## config.mk

```make
export PLATFORM = sky130hd
export DESIGN_NAME = text_console_cursor_controller_top_flat
export DESIGN_NICKNAME = d
export VERILOG_FILES = /design/src/hdl/txtcon_pkg.sv /design/src/hdl/txtcon_if.sv /design/src/hdl/txtcon_cursor.sv /design/src/hdl/text_console_cursor_controller_top.sv /design/src/flat_wrapper.sv
export SDC_FILE = /design/constraint.sdc
export NUM_CORES = 1
export LEC_CHECK = 0
export BUFFER_PORTS_ARGS = -buffer_cell sky130_fd_sc_hd__buf_2
export CAP_MARGIN = 20
export CORE_UTILIZATION = 55
export CTS_CLUSTER_SIZE = 12
export DETAILED_ROUTE_END_ITERATION = 7
export PLACE_DENSITY = 0.74
export REMOVE_ABC_BUFFERS = 1
export SLEW_MARGIN = 40
export SYNTH_ARGS = -nofsm -noshare
export SYNTH_HDL_FRONTEND = slang
export SYNTH_SLANG_ARGS = --single-unit
```

## constraint.sdc

```tcl
create_clock -name clk -period 5.2 [get_ports clk]
set_input_delay 0.52 -clock clk [delete_from_list [all_inputs] [get_ports clk]]
set_output_delay 0.52 -clock clk [all_outputs]
set_load 0.1 [all_outputs]
```

## src/hdl/txtcon_pkg.sv

```systemverilog
// Shared types and constants for the text console cursor controller.
// Used by the channel interfaces, the cursor logic and the top level.
// No dependencies.
package txtcon_pkg;

    // Default geometry of the text screen.
    localparam int COLS_DEF   = 80;
    localparam int ROWS_DEF   = 30;
    localparam int CELL_W_DEF = 8;
    localparam int CELL_H_DEF = 16;

    // Field widths of the channels.
    localparam int CHAR_W  = 8;
    localparam int CMD_W   = 2;
    localparam int POSX_W  = 10;
    localparam int POSY_W  = 9;
    localparam int COLOR_W = 24;
    localparam int CFG_IDX_W = 1;

    // Tab advances by this many cells before alignment.
    localparam int TAB_CELLS = 8;

    // Command codes.
    localparam logic [CMD_W-1:0] CMD_DRAW   = 2'd0;
    localparam logic [CMD_W-1:0] CMD_CLEAR  = 2'd1;
    localparam logic [CMD_W-1:0] CMD_SCROLL = 2'd2;

    // Configuration register indexes.
    localparam logic [CFG_IDX_W-1:0] REG_FG_COLOR = 1'd0;
    localparam logic [CFG_IDX_W-1:0] REG_BG_COLOR = 1'd1;

    // Register reset values.
    localparam logic [COLOR_W-1:0] FG_COLOR_RST = 24'hFFFFFF;
    localparam logic [COLOR_W-1:0] BG_COLOR_RST = 24'h000000;

    // Character codes.
    localparam logic [CHAR_W-1:0] CH_BS       = 8'h08;
    localparam logic [CHAR_W-1:0] CH_TAB      = 8'h09;
    localparam logic [CHAR_W-1:0] CH_LF       = 8'h0A;
    localparam logic [CHAR_W-1:0] CH_CR       = 8'h0D;
    localparam logic [CHAR_W-1:0] CH_PRINT_LO = 8'h20;
    localparam logic [CHAR_W-1:0] CH_PRINT_HI = 8'h7F;

    // One drawing command.
    typedef struct packed {
        logic [CMD_W-1:0]   command;
        logic [CHAR_W-1:0]  glyph_code;
        logic [POSX_W-1:0]  pos_x;
        logic [POSY_W-1:0]  pos_y;
        logic [COLOR_W-1:0] paint_color;
        logic               last;
    } result_t;

    // Commands produced by one character, in output order.
    typedef struct packed {
        logic [1:0] count;
        result_t    first;
        result_t    second;
    } push_t;

endpackage

```

## src/hdl/txtcon_if.sv

```systemverilog
// Valid/ready channel interfaces for characters in and commands out.
// Depends on txtcon_pkg for field widths.
interface txtcon_char_if;
    logic                            valid;
    logic                            ready;
    logic [txtcon_pkg::CHAR_W-1:0]   char_code;

    modport source (output valid, output char_code, input ready);
    modport sink   (input valid, input char_code, output ready);
endinterface

interface txtcon_cmd_if;
    logic                            valid;
    logic                            ready;
    logic [txtcon_pkg::CMD_W-1:0]    command;
    logic [txtcon_pkg::CHAR_W-1:0]   glyph_code;
    logic [txtcon_pkg::POSX_W-1:0]   pos_x;
    logic [txtcon_pkg::POSY_W-1:0]   pos_y;
    logic [txtcon_pkg::COLOR_W-1:0]  paint_color;
    logic                            last;

    modport source (output valid, output command, output glyph_code, output pos_x,
                    output pos_y, output paint_color, output last, input ready);
    modport sink   (input valid, input command, input glyph_code, input pos_x,
                    input pos_y, input paint_color, input last, output ready);
endinterface

```

## src/hdl/txtcon_cursor.sv

```systemverilog
// Cursor state, color registers and per-character command decode.
// Depends on txtcon_pkg.
module txtcon_cursor #(
    parameter int COLS   = txtcon_pkg::COLS_DEF,
    parameter int ROWS   = txtcon_pkg::ROWS_DEF,
    parameter int CELL_W = txtcon_pkg::CELL_W_DEF,
    parameter int CELL_H = txtcon_pkg::CELL_H_DEF
) (
    input  logic                                clk,
    input  logic                                rst_n,
    input  logic                                accept,
    input  logic [txtcon_pkg::CHAR_W-1:0]       char_code,
    input  logic                                cfg_we,
    input  logic [txtcon_pkg::CFG_IDX_W-1:0]    cfg_index,
    input  logic [txtcon_pkg::COLOR_W-1:0]      cfg_data,
    output txtcon_pkg::push_t                   push
);
    import txtcon_pkg::*;

    localparam int SCREEN_W = COLS * CELL_W;
    localparam int SCREEN_H = ROWS * CELL_H;
    localparam int TAB_W    = TAB_CELLS * CELL_W;
    localparam int XW       = $clog2(SCREEN_W + TAB_W);
    localparam int YW       = $clog2(SCREEN_H + CELL_H);
    localparam int CW_SH    = $clog2(CELL_W);

    logic [XW-1:0]      x_reg, x_next;
    logic [YW-1:0]      y_reg, y_next;
    logic [COLOR_W-1:0] fg_reg, bg_reg;

    logic [XW-1:0] x_step;
    logic [XW-1:0] x_tab;
    logic [YW-1:0] y_step;
    logic          prim_valid;
    logic          scroll;
    result_t       prim;
    result_t       scr;

    // Configuration writes.
    always_ff @(posedge clk or negedge rst_n)
    begin
        if (!rst_n)
        begin
            fg_reg <= FG_COLOR_RST;
            bg_reg <= BG_COLOR_RST;
        end
        else if (cfg_we)
        begin
            case (cfg_index)
                REG_FG_COLOR: fg_reg <= cfg_data;
                REG_BG_COLOR: bg_reg <= cfg_data;
                default:      fg_reg <= fg_reg;
            endcase
        end
    end

    // Tab target: advance by the tab width and align down to a cell.
    assign x_tab = ((x_reg + XW'(TAB_W)) >> CW_SH) << CW_SH;

    // Character decode, right edge wrap and bottom edge scroll.
    always_comb
    begin
        x_step     = x_reg;
        y_step     = y_reg;
        prim_valid = 1'b0;
        prim       = '0;
        scr        = '0;
        case (char_code) inside
            CH_BS:
            begin
                if (x_reg >= XW'(CELL_W + 1))
                begin
                    x_step           = x_reg - XW'(CELL_W);
                    prim_valid       = 1'b1;
                    prim.command     = CMD_CLEAR;
                    prim.pos_x       = POSX_W'(x_step);
                    prim.pos_y       = POSY_W'(y_reg);
                    prim.paint_color = bg_reg;
                end
            end
            CH_TAB:
            begin
                x_step = x_tab;
            end
            CH_CR:
            begin
                x_step = '0;
            end
            CH_LF:
            begin
                x_step = '0;
                y_step = y_reg + YW'(CELL_H);
            end
            [CH_PRINT_LO:CH_PRINT_HI]:
            begin
                prim_valid       = 1'b1;
                prim.command     = CMD_DRAW;
                prim.glyph_code  = char_code;
                prim.pos_x       = POSX_W'(x_reg);
                prim.pos_y       = POSY_W'(y_reg);
                prim.paint_color = fg_reg;
                x_step           = x_reg + XW'(CELL_W);
            end
            default:
            begin
                x_step = x_reg;
            end
        endcase

        // Wrap to the next text row at the right edge.
        x_next = x_step;
        y_next = y_step;
        if (x_step >= XW'(SCREEN_W))
        begin
            x_next = '0;
            y_next = y_step + YW'(CELL_H);
        end

        // Scroll and keep the cursor on the last row at the bottom edge.
        scroll = (y_next >= YW'(SCREEN_H));
        if (scroll)
        begin
            y_next = YW'(SCREEN_H - CELL_H);
        end

        scr.command     = CMD_SCROLL;
        scr.paint_color = bg_reg;
        scr.last        = 1'b1;
        prim.last       = !scroll;
    end

    // Commands in output order.
    always_comb
    begin
        push.count  = {1'b0, prim_valid} + {1'b0, scroll};
        push.first  = prim_valid ? prim : scr;
        push.second = scr;
        if (!accept)
        begin
            push.count = 2'd0;
        end
    end

    // Cursor state.
    always_ff @(posedge clk or negedge rst_n)
    begin
        if (!rst_n)
        begin
            x_reg <= '0;
            y_reg <= '0;
        end
        else if (accept)
        begin
            x_reg <= x_next;
            y_reg <= y_next;
        end
    end

endmodule

```

## src/hdl/text_console_cursor_controller_top.sv

```systemverilog
// Text console cursor controller: a character stream in, drawing commands out.
// A new character is accepted in any cycle in which the four-entry command
// queue has room for two commands; its commands are decoded in the same cycle
// and written into the queue, which gives them out in order. The command
// channel gives one command per cycle while the receiver is ready, so a stream
// of characters that each cause one command runs at one character per cycle,
// and a character that causes two (a draw then a scroll) gives both in turn.
// Depends on txtcon_pkg, txtcon_if and txtcon_cursor.
module text_console_cursor_controller_top #(
    parameter int COLS   = txtcon_pkg::COLS_DEF,
    parameter int ROWS   = txtcon_pkg::ROWS_DEF,
    parameter int CELL_W = txtcon_pkg::CELL_W_DEF,
    parameter int CELL_H = txtcon_pkg::CELL_H_DEF
) (
    input  logic                                clk,
    input  logic                                rst_n,
    txtcon_char_if.sink                         char_stream,
    txtcon_cmd_if.source                        cmd_stream,
    input  logic                                cfg_we,
    input  logic [txtcon_pkg::CFG_IDX_W-1:0]    cfg_index,
    input  logic [txtcon_pkg::COLOR_W-1:0]      cfg_data
);
    import txtcon_pkg::*;

    localparam int QDEPTH = 4;
    localparam int PW     = $clog2(QDEPTH);

    result_t          queue_reg [QDEPTH];
    logic [PW-1:0]    wr_ptr_reg, wr_ptr_next;
    logic [PW-1:0]    rd_ptr_reg, rd_ptr_next;
    logic [PW:0]      count_reg, count_next;
    logic             accept;
    logic             pop;
    push_t            push;
    result_t          head;

    // Room for two commands means a character transaction may start.
    assign char_stream.ready = (count_reg <= (PW+1)'(QDEPTH - 2));
    assign accept            = char_stream.valid && char_stream.ready;

    txtcon_cursor #(
        .COLS   (COLS),
        .ROWS   (ROWS),
        .CELL_W (CELL_W),
        .CELL_H (CELL_H)
    ) u_cursor (
        .clk       (clk),
        .rst_n     (rst_n),
        .accept    (accept),
        .char_code (char_stream.char_code),
        .cfg_we    (cfg_we),
        .cfg_index (cfg_index),
        .cfg_data  (cfg_data),
        .push      (push)
    );

    // Queue payload: up to two writes per cycle.
    always_ff @(posedge clk)
    begin
        if (push.count != 2'd0)
        begin
            queue_reg[wr_ptr_reg] <= push.first;
        end
        if (push.count == 2'd2)
        begin
            queue_reg[wr_ptr_reg + PW'(1)] <= push.second;
        end
    end

    // Queue pointers and fill count.
    assign pop         = cmd_stream.valid && cmd_stream.ready;
    assign wr_ptr_next = wr_ptr_reg + PW'(push.count);
    assign rd_ptr_next = rd_ptr_reg + PW'(pop);
    assign count_next  = count_reg + (PW+1)'(push.count) - (PW+1)'(pop);

    always_ff @(posedge clk or negedge rst_n)
    begin
        if (!rst_n)
        begin
            wr_ptr_reg <= '0;
            rd_ptr_reg <= '0;
            count_reg  <= '0;
        end
        else
        begin
            wr_ptr_reg <= wr_ptr_next;
            rd_ptr_reg <= rd_ptr_next;
            count_reg  <= count_next;
        end
    end

    // Command transaction from the queue head.
    assign head                   = queue_reg[rd_ptr_reg];
    assign cmd_stream.valid       = (count_reg != '0);
    assign cmd_stream.command     = head.command;
    assign cmd_stream.glyph_code  = head.glyph_code;
    assign cmd_stream.pos_x       = head.pos_x;
    assign cmd_stream.pos_y       = head.pos_y;
    assign cmd_stream.paint_color = head.paint_color;
    assign cmd_stream.last        = head.last;

endmodule

```

## src/flat_wrapper.sv

```systemverilog
// flat-port wrapper written by rule: the top's interface ports become plain ports
module text_console_cursor_controller_top_flat import txtcon_pkg::*;
#(
    parameter int COLS   = txtcon_pkg::COLS_DEF,
    parameter int ROWS   = txtcon_pkg::ROWS_DEF,
    parameter int CELL_W = txtcon_pkg::CELL_W_DEF,
    parameter int CELL_H = txtcon_pkg::CELL_H_DEF
)
  (clk, rst_n, cfg_we, cfg_index, cfg_data, char_stream_valid, char_stream_char_code, char_stream_ready, cmd_stream_valid, cmd_stream_command, cmd_stream_glyph_code, cmd_stream_pos_x, cmd_stream_pos_y, cmd_stream_paint_color, cmd_stream_last, cmd_stream_ready);
  txtcon_char_if char_stream_i ();
  txtcon_cmd_if cmd_stream_i ();
  input  logic clk;
  input  logic rst_n;
  input  logic cfg_we;
  input  logic [txtcon_pkg::CFG_IDX_W-1:0] cfg_index;
  input  logic [txtcon_pkg::COLOR_W-1:0] cfg_data;
  input wire logic [$bits(char_stream_i.valid)-1:0] char_stream_valid;
  input wire logic [$bits(char_stream_i.char_code)-1:0] char_stream_char_code;
  output wire logic [$bits(char_stream_i.ready)-1:0] char_stream_ready;
  output wire logic [$bits(cmd_stream_i.valid)-1:0] cmd_stream_valid;
  output wire logic [$bits(cmd_stream_i.command)-1:0] cmd_stream_command;
  output wire logic [$bits(cmd_stream_i.glyph_code)-1:0] cmd_stream_glyph_code;
  output wire logic [$bits(cmd_stream_i.pos_x)-1:0] cmd_stream_pos_x;
  output wire logic [$bits(cmd_stream_i.pos_y)-1:0] cmd_stream_pos_y;
  output wire logic [$bits(cmd_stream_i.paint_color)-1:0] cmd_stream_paint_color;
  output wire logic [$bits(cmd_stream_i.last)-1:0] cmd_stream_last;
  input wire logic [$bits(cmd_stream_i.ready)-1:0] cmd_stream_ready;
  assign char_stream_i.valid = char_stream_valid;
  assign char_stream_i.char_code = char_stream_char_code;
  assign char_stream_ready = char_stream_i.ready;
  assign cmd_stream_valid = cmd_stream_i.valid;
  assign cmd_stream_command = cmd_stream_i.command;
  assign cmd_stream_glyph_code = cmd_stream_i.glyph_code;
  assign cmd_stream_pos_x = cmd_stream_i.pos_x;
  assign cmd_stream_pos_y = cmd_stream_i.pos_y;
  assign cmd_stream_paint_color = cmd_stream_i.paint_color;
  assign cmd_stream_last = cmd_stream_i.last;
  assign cmd_stream_i.ready = cmd_stream_ready;
  text_console_cursor_controller_top #(.COLS(COLS), .ROWS(ROWS), .CELL_W(CELL_W), .CELL_H(CELL_H)) u_core (.clk(clk), .rst_n(rst_n), .char_stream(char_stream_i), .cmd_stream(cmd_stream_i), .cfg_we(cfg_we), .cfg_index(cfg_index), .cfg_data(cfg_data));
endmodule
```

==> flow_metrics.env <==
export IMPL_num_vias=8277
export IMPL_powerDensity_nw_per_um2=556
export IMPL_cap_violations=0
export IMPL_rsz0062_at_grt="false"
export IMPL_setup_viol=0
export IMPL_yosys_top_cells_count="144 x a22o_1, 108 x dfxtp_1, 96 x edfxtp_1, 80 x nand2_1, 56 x o21ai_0"
export IMPL_clkTransAtPathRegs_ns=0.06
export IMPL_num_io_pins=94
export IMPL_clkLatencyLatePin_ns=0.54
export IMPL_ctsHtreeMaxLevel=1
export IMPL_root_buffer="clkbuf_16"
export IMPL_synth_cell_type_count=74
export IMPL_hold_path_class="in2reg"
export IMPL_hold_slack_ns=0.213
export IMPL_synth_cells=941
export IMPL_die_area_um2=22700
export IMPL_grt_start_max_net_pins=39
export IMPL_tns_ns=0
export IMPL_period_share_pct=91.2
export IMPL_cts_setup_buffers=0
export IMPL_synth_top_family_by_area="compound AO/OA/AOI/OAI gates"
export IMPL_critPathSlowestCell="dfrtp_1"
export IMPL_maxSlewHeadroom_pct=53.2
export IMPL_clock_fmax_mhz=211
export IMPL_die_width_um=151
export IMPL_gr_total_overflow=0
export IMPL_power_w=0.00772
export IMPL_drc=0
export IMPL_grt_pass1_wl_um=44200
export IMPL_drt_total_wl_um=28100
export IMPL_die_h_um=151
export IMPL_max_stage_delay_ns=0.50
export IMPL_async_flop_share_pct=25.5
export IMPL_nets=1083
export IMPL_core_rowCount=54
export IMPL_synth_adder_area_share_pct=1.71
export IMPL_synth_edf_count=96
export IMPL_seq_area_frac_synth_pct=56.1
export IMPL_yosysMostFrequentCell="a22o_1"
export IMPL_critPathRequiredTime_ns=5.60
export IMPL_endpoint_kind="flop"
export IMPL_crit_chain="inv_1 > ha_1 > o311ai_1 > nand4_1 > and2_1 > nand2_1 > a22oi_4 > mux2_4 > a21oi_1 > ha_1 > mux2_2 > nand2_1 > or2_2 > buf_4 > a21oi_2 > buf_4 > a22o_1"
export IMPL_clkSinkCount=274
export IMPL_synth_top_area_cell="edfxtp_1"
export IMPL_yosys_warnings=0
export IMPL_clockBufferDepth=3
export IMPL_ant_nets=0
export IMPL_hold_viol=0
export IMPL_arrival_ns=5.14
export IMPL_io_buffers=93
export IMPL_grtUsageTotal_pct=25.4
export IMPL_synth_area_um2=12200
export IMPL_criticalPathCategory="reg2reg"
export IMPL_vias_per_cell=6.23
export IMPL_worst_slew_pin_slew_ns=0.700
export IMPL_cts_hold_buf=0
export IMPL_yosys_top_cells_area="edfxtp_1 24%, dfxtp_1 18%, a22o_1 10%"
export IMPL_cts_resized=0
export IMPL_ys_ff_latch=274
export IMPL_antenna_found_initial=0
export IMPL_hpwl_um=17700
export IMPL_synthSimpleGateAreaFrac_pct=6.98
export IMPL_muxShareOfSynthArea_pct=14.2
export IMPL_cts_tree="done"
export IMPL_coreArea_um2=21800
export IMPL_path_delay_family="compound AO/OA/AOI/OAI gates"
export IMPL_num_antenna_cells=0
export IMPL_largest_reg_flops=204
export IMPL_start_util_pct=55.9
export IMPL_status="complete, no violations"
export IMPL_firstDrtPassIters=5
export IMPL_synth_xor_area_share_pct=1.21
export IMPL_reg2reg_setup_slack_ns=0.46
export IMPL_synth_flop_cell="dfxtp_1"
export IMPL_syn2layout_area_growth_pct=14.2
export IMPL_synth_compound_area_share_pct=16.7
export IMPL_postSynthAreaPerCell_um2=12.9
export IMPL_min_period_ns=4.74
export IMPL_synth_top_area_share_pct=23.7
export IMPL_finalWeightedCongestion=0.981
export IMPL_leakage_nw=5.40
export IMPL_drtIter0Drc=615
export IMPL_first_global_vias=8220
export IMPL_slew_violations=0
export IMPL_clock_skew_ns=0.0237
export IMPL_cp_num_buf_inv=3
export IMPL_wl_per_cell_um=21.2
export IMPL_crit_path_max_fanout=26
export IMPL_irDropWorstVdd_mv=0.529
export IMPL_cp_start_kind="flop"
export IMPL_drive_gt1_share_pct=30.2
export IMPL_numCtsBuffers=28
layer usage:
| layer | part of all wire (%) | vias up | track usage, % |
|---|---|---|---|
| li1 | - | 3786 | - |
| met1 | 43 | 4106 | 35.0 |
| met2 | 48 | 321 | 41.1 |
| met3 | 6.7 | 64 | 3.70 |
| met4 | 2.6 | 0 | 8.90 |
| met5 | 0 | - | 0 |
path summary, 6_finish.rpt:
check                                          from                   endpoint  cells past startpoint
max                        u_core.u_cursor.x_reg[6]    u_core.queue_reg[1][20]                     17
min                                     cfg_data[0]  u_core.u_cursor.bg_reg[0]                      2
max reg2reg                u_core.u_cursor.x_reg[6]    u_core.queue_reg[1][20]                     17
min reg2reg                 u_core.queue_reg[0][53]    u_core.queue_reg[0][53]                      2
max in group asynchronous                     rst_n       u_core.rd_ptr_reg[0]                      3
min in group asynchronous                     rst_n  u_core.u_cursor.bg_reg[5]                      2
layout make-up:
| type | instances | area [um^2] |
|---|---|---|
| repair buffers | 128 | 758 |
| multi-input cells | 575 | 5000 |
| fillers | 1627 | 7870 |
| clock inverters | 5 | 65.1 |
| clock buffers | 44 | 801 |
| well taps | 280 | 350 |
| flip-flops and latches | 274 | 6830 |
| inverters | 22 | 82.6 |
layout by cell type, fill, tap and decap left out, types with 3 or more instances in the layout:
cell type  count
xor2_1         6
nor2b_1        5
or3_1          5
o21ai_0       56
clkbuf_8       4
dfxtp_1      108
inv_1         22
dfstp_2       24
a22o_1       144
a21oi_2        3
nand2_1       80
ha_1          15
nand3_1        9
nand2b_1       4
nor2_2         6
mux4_2        51
dfrtp_1       44
edfxtp_1      96
o22ai_1        4
xnor2_1        9
and2_1        12
nand4_1        4
o31ai_1        6
mux2_2        49
clkbuf_1      12
a21oi_1       20
nor2_1        20
a211oi_1       3
buf_2         92
buf_4         33
nor3_1         5
nor3b_1        3
clkbuf_16     28
o21ai_1        5
through the flow:
stage / worst slack [ns] / cells / area (um^2) / utilization (%)
3_3_place_gp: 0.564 / 1278 / 13000 / 59.7
3_5_place_dp: 0.415 / 1278 / 13000 / 59.8
6_report: 0.459 / 1328 / 13900 / 63.8
2_1_floorplan: -0.0397 / 871 / 11900 / -
4_1_cts: 0.533 / 1327 / 13900 / 63.7
5_1_grt: 0.197 / 1328 / 13900 / 63.8
worst reg2reg max path: stages (launching register included):
cell	delay (ns)
dfrtp_1	0.50
inv_1	0.17
ha_1	0.26
o311ai_1	0.21
nand4_1	0.26
and2_1	0.30
nand2_1	0.17
a22oi_4	0.40
mux2_4	0.35
a21oi_1	0.22
ha_1	0.35
mux2_2	0.27
nand2_1	0.05
or2_2	0.29
buf_4	0.25
a21oi_2	0.18
buf_4	0.23
a22o_1	0.16
power breakdown:
group	leakage (nW)	switching [W]	total (W)	internal [W]
Clock	0.421	0.000784	0.00189	0.00110
Combinational	2.39	0.00211	0.00291	0.000797
Sequential	2.59	0.000371	0.00293	0.00256
cell families (layout without fill, tap and decap cells):
family	after synthesis	in the layout
simple gates	173	173
xor+xnor	16	16
compound gates	268	268
mux	102	102
fa+ha+maj	16	16
buf+inv	92	199
flops	274	274
Power figures use the tool's default switching activity.
